<file path="config.mk">
export PLATFORM = sky130hd
export DESIGN_NAME = bsl_ram
export DESIGN_NICKNAME = d
export VERILOG_FILES = /design/src/rtl/core/bsl_ram.sv
export SDC_FILE = /design/constraint.sdc
export NUM_CORES = 1
export LEC_CHECK = 0
export BUFFER_PORTS_ARGS = -buffer_cell sky130_fd_sc_hd__buf_4
export CORE_MARGIN = 2
export CORE_UTILIZATION = 39
export CTS_CLUSTER_DIAMETER = 60
export DETAILED_ROUTE_END_ITERATION = 16
export GPL_TIMING_DRIVEN = 0
export MAX_ROUTING_LAYER = met4
export SLEW_MARGIN = 20
export SYNTH_ARGS = -nofsm -noshare
export SYNTH_HDL_FRONTEND = slang
export SYNTH_SLANG_ARGS = --single-unit
export TNS_END_PERCENT = 5
</file>
<file path="constraint.sdc">
create_clock -name clk -period 3.2 [get_ports clk]
set_input_delay 0.32 -clock clk [delete_from_list [all_inputs] [get_ports clk]]
set_output_delay 0.32 -clock clk [all_outputs]
set_load 0.02 [all_outputs]
</file>
<file path="src/rtl/core/bsl_ram.sv">
// ----------------------------------------------------------------------------
// bsl_ram
// Generic single-write, single-read synchronous RAM with registered read data.
// ----------------------------------------------------------------------------
module bsl_ram #(
	parameter int unsigned WIDTH = 32,
	parameter int unsigned DEPTH = 16
) (
	input  logic                     clk,
	input  logic                     we,
	input  logic [$clog2(DEPTH)-1:0] waddr,
	input  logic [WIDTH-1:0]         wdata,
	input  logic                     re,
	input  logic [$clog2(DEPTH)-1:0] raddr,
	output logic [WIDTH-1:0]         rdata
);

	logic [WIDTH-1:0] mem_q [DEPTH];
	logic [WIDTH-1:0] rdata_q;

	// write port
	always_ff @(posedge clk) begin
		if (we) begin
			mem_q[waddr] <= wdata;
		end
	end

	// registered read port
	always_ff @(posedge clk) begin
		if (re) begin
			rdata_q <= mem_q[raddr];
		end
	end

	assign rdata = rdata_q;

endmodule

</file>
==> metrics.txt <==
# TYPE chip_impl_metric gauge
chip_impl_metric{name="total_leakage_power",unit="nW"} 7.84
chip_impl_metric{name="period_minus_slack",unit="ns"} 1.70
chip_impl_metric{name="num_io_pins",unit=""} 75
chip_impl_metric{name="postCtsSetupBuffers",unit=""} 0
chip_impl_metric{name="buffers_added_on_ports",unit=""} 72
chip_impl_metric{name="synthesis.area",unit="mm2"} 0.0202
chip_impl_metric{name="grt_usage",unit="%"} 17.7
chip_impl_info{name="tritoncts",value="built"} 1
chip_impl_metric{name="place.gp.congestion",unit=""} 0.702
chip_impl_metric{name="syn_to_final_growth",unit="%"} 21.1
chip_impl_metric{name="power.density",unit="mW/mm2"} 628
chip_impl_metric{name="syn_area_per_cell",unit="um2"} 24.1
chip_impl_metric{name="synth.distinct_cells",unit=""} 17
chip_impl_metric{name="worst_ep_arrival_time",unit="ns"} 2.02
chip_impl_metric{name="floorplan.die.width",unit="um"} 231
chip_impl_metric{name="post_cts_resized",unit=""} 0
chip_impl_info{name="timing.critical_path.from_type",value="input pin"} 1
chip_impl_info{name="setup.worst_path.end_class",value="flip-flop"} 1
chip_impl_metric{name="setup_violations",unit=""} 0
chip_impl_metric{name="floorplan.initialDensity",unit="%"} 39.4
chip_impl_metric{name="placement.cell_area",unit="mm2"} 0.0224
chip_impl_metric{name="yosys_register_bits",unit=""} 544
chip_impl_metric{name="via_total_after_detailed_routing",unit=""} 9481
chip_impl_metric{name="grt_start_max_net_pins",unit=""} 33
chip_impl_metric{name="maxCapViolations",unit=""} 0
chip_impl_metric{name="postSynthNetCount",unit=""} 881
chip_impl_metric{name="drcViolationCount",unit=""} 0
chip_impl_metric{name="postSynthCellCount",unit=""} 838
chip_impl_info{name="cpLargestDelayFamily",value="buffers and inverters"} 1
chip_impl_metric{name="antenna_violations_before_repair",unit=""} 0
chip_impl_metric{name="fillerInstances",unit=""} 4122
chip_impl_metric{name="timing.fmax",unit="GHz"} 0.587
chip_impl_info{name="cts_root_buffer",value="clkbuf_16"} 1
chip_impl_metric{name="num_rows",unit=""} 83
chip_impl_metric{name="stdcell_count",unit=""} 1756
chip_impl_metric{name="layout.cell_area.non_filler",unit="mm2"} 0.0244
chip_impl_metric{name="route.detailed.vias_per_inst",unit=""} 5.40
chip_impl_metric{name="clock_tree.buffer_depth",unit=""} 3
chip_impl_metric{name="crit_path_max_incr_delay",unit="ns"} 0.66
chip_impl_metric{name="ctsHtreeMaxLevel",unit=""} 2
chip_impl_metric{name="die_area",unit="mm2"} 0.0536
chip_impl_info{name="timing.hold.worst.class",value="input pin to flip-flop"} 1
chip_impl_metric{name="worst_setup_hold_path_clk_slew",unit="ns"} 0.06
chip_impl_metric{name="antenna_violating_nets_post_route",unit=""} 0
chip_impl_metric{name="timing.max_slew.rel_slack",unit="%"} 38.0
chip_impl_metric{name="clock_insertion_delay_worst_skew",unit="ns"} 0.60
chip_impl_metric{name="nNetsFinal",unit=""} 1073
chip_impl_metric{name="numCtsBuffers",unit=""} 58
chip_impl_info{name="crit_path_top_delay_cell",value="buf_1"} 1
chip_impl_metric{name="dr.pass1.iters",unit=""} 5
chip_impl_metric{name="synthesis.yosys.warnings",unit=""} 0
chip_impl_metric{name="coreArea",unit="mm2"} 0.0512
chip_impl_metric{name="insertedDiodeCount",unit=""} 0
chip_impl_metric{name="via_count_of_the_first_global_routing_pass",unit=""} 9860
chip_impl_info{name="layout.cells.most_common_list",value="544 x edfxtp_1, 128 x mux4_2, 94 x buf_4"} 1
chip_impl_metric{name="clock-sinks",unit=""} 544
chip_impl_metric{name="seq_area_frac_synth",unit="%"} 81.0
chip_impl_metric{name="worst_skew",unit="ns"} 0.0150
chip_impl_metric{name="power.ir.vdd_worst",unit="uV"} 378
chip_impl_metric{name="timing.critical_path.required",unit="ns"} 3.52
chip_impl_metric{name="worst-path-buf-inv",unit=""} 2
chip_impl_metric{name="first_pass_grt_wire_length",unit="um"} 66200
chip_impl_metric{name="placed_instance_count",unit=""} 1627
chip_impl_metric{name="tightest_slew",unit="ns"} 0.929
chip_impl_metric{name="dp.final_hpwl",unit="um"} 28400
chip_impl_info{name="worst-setup-path-type",value="input pin to flip-flop"} 1
chip_impl_metric{name="cp_max_fo",unit=""} 10
chip_impl_metric{name="grt_overflow",unit=""} 0
chip_impl_metric{name="final-max-slew-violation-count",unit=""} 0
chip_impl_info{name="critical_path.cell_chain",value="buf_2, buf_1, mux4_2, a22oi_1, nand2_1"} 1
chip_impl_metric{name="final.period_utilization",unit="%"} 53.2
chip_impl_metric{name="drtIter0Drc",unit=""} 1066
chip_impl_info{name="run_status",value="finished clean"} 1
chip_impl_info{name="rsz_0062_raised_after_global_routing",value="no"} 1
chip_impl_info{name="layout.cells.most_common",value="edfxtp_1"} 1
chip_impl_metric{name="hold_viol",unit=""} 0
chip_impl_metric{name="layout-drive-gt1-share",unit="%"} 32.5
chip_impl_metric{name="drt-total-wl",unit="um"} 44800
chip_impl_metric{name="die_height",unit="um"} 231
chip_impl_metric{name="wire_per_inst",unit="um"} 25.5
metrics by stage:
step | hold slack [ns] | setup TNS, ns | power (W) | worst slack [ns] | util, %
after CTS | 0.000566 | 0 | 0.0155 | 1.45 | 47.7
after detailed placement | 0.621 | 0 | 0.00905 | 0.800 | 43.7
final | 0.0285 | 0 | 0.0154 | 1.50 | 47.7
after floorplan | 0.419 | 0 | 0.00864 | 0.000669 | -
after global placement | 0.614 | -672.46 | 0.00899 | -2.84 | 42.1
after global routing | 0.0176 | 0 | 0.0158 | 1.40 | 47.7
final timing paths:
check / slack, ns / end / depth (start not counted) / start
max: 1.50 / rdata[31]$_DFFE_PP_ / 5 / raddr[1]
min: 0.03 / mem_q[7][20]$_DFFE_PP_ / 1 / wdata[20]
max reg2reg: 1.68 / rdata[31]$_DFFE_PP_ / 3 / mem_q[11][31]$_DFFE_PP_
min reg2reg: 0.75 / rdata[7]$_DFFE_PP_ / 3 / mem_q[14][7]$_DFFE_PP_
synthesized netlist by cell type:
cell type	number	share of area (%)
a22oi_1	64	2.4
and2_1	1	0.031
buf_1	9	0.17
buf_2	4	0.099
buf_4	11	0.41
buf_6	2	0.11
clkbuf_1	17	0.32
edfxtp_1	544	81
mux4_2	128	14
nand2_1	33	0.61
nand2b_1	2	0.062
nand3_1	1	0.025
nand3b_1	2	0.074
nor2_1	13	0.24
nor2b_1	2	0.062
nor3_1	4	0.099
or3b_2	1	0.043
report_power, final:
| part | switching [W] | total (W) | internal [W] |
|---|---|---|---|
| sequential | 0.0000371 | 0.00806 | 0.00803 |
| combinational | 0.000483 | 0.000839 | 0.000356 |
| clock | 0.00268 | 0.00645 | 0.00377 |
| total | 0.00320 | 0.0154 | 0.0122 |
registers in the layout, indices dropped and copies added, names as in the netlist:
name	flops
mem_q	512
rdata	32
area by class of cell:
class / count / area (um2) / area share, %
Sequential cell: 544 / 16300 / 66.9
Tap cell: 680 / 851 / 3.48
Timing Repair Buffer: 132 / 1470 / 6.01
Buffer: 43 / 223 / 0.911
Multi-Input combinational cell: 251 / 3730 / 15.3
Clock buffer: 73 / 1530 / 6.26
Clock inverter: 33 / 298 / 1.22
cells by family (layout without fill, tap and decap cells):
group	count (synthesis)	in the layout	share of synthesized area [%]
DFF	544	544	81.0
AOI/OAI and AO/OA	64	64	2.38
buffers and inverters	43	281	1.10
and+or+nand+nor	59	59	1.25
muxes	128	128	14.3
timing repair:
| action | in CTS | in global routing |
|---|---|---|
| endpoints found under the hold margin | 328 | 0 |
| hold buffers | 23 | 0 |
| endpoints found under the setup margin | 0 | 0 |
layer usage:
layer | global-route usage [%] | routed length [um] | vias to the layer above
met2 | 26.3 | 20900 | 308
met3 | 3.10 | 2700 | 70
met4 | 4.42 | 790 | 0
li1 | - | - | 3996
met5 | - | 0 | -
met1 | 25.4 | 20400 | 5107
No activity file was read; power rests on OpenSTA's default activity.
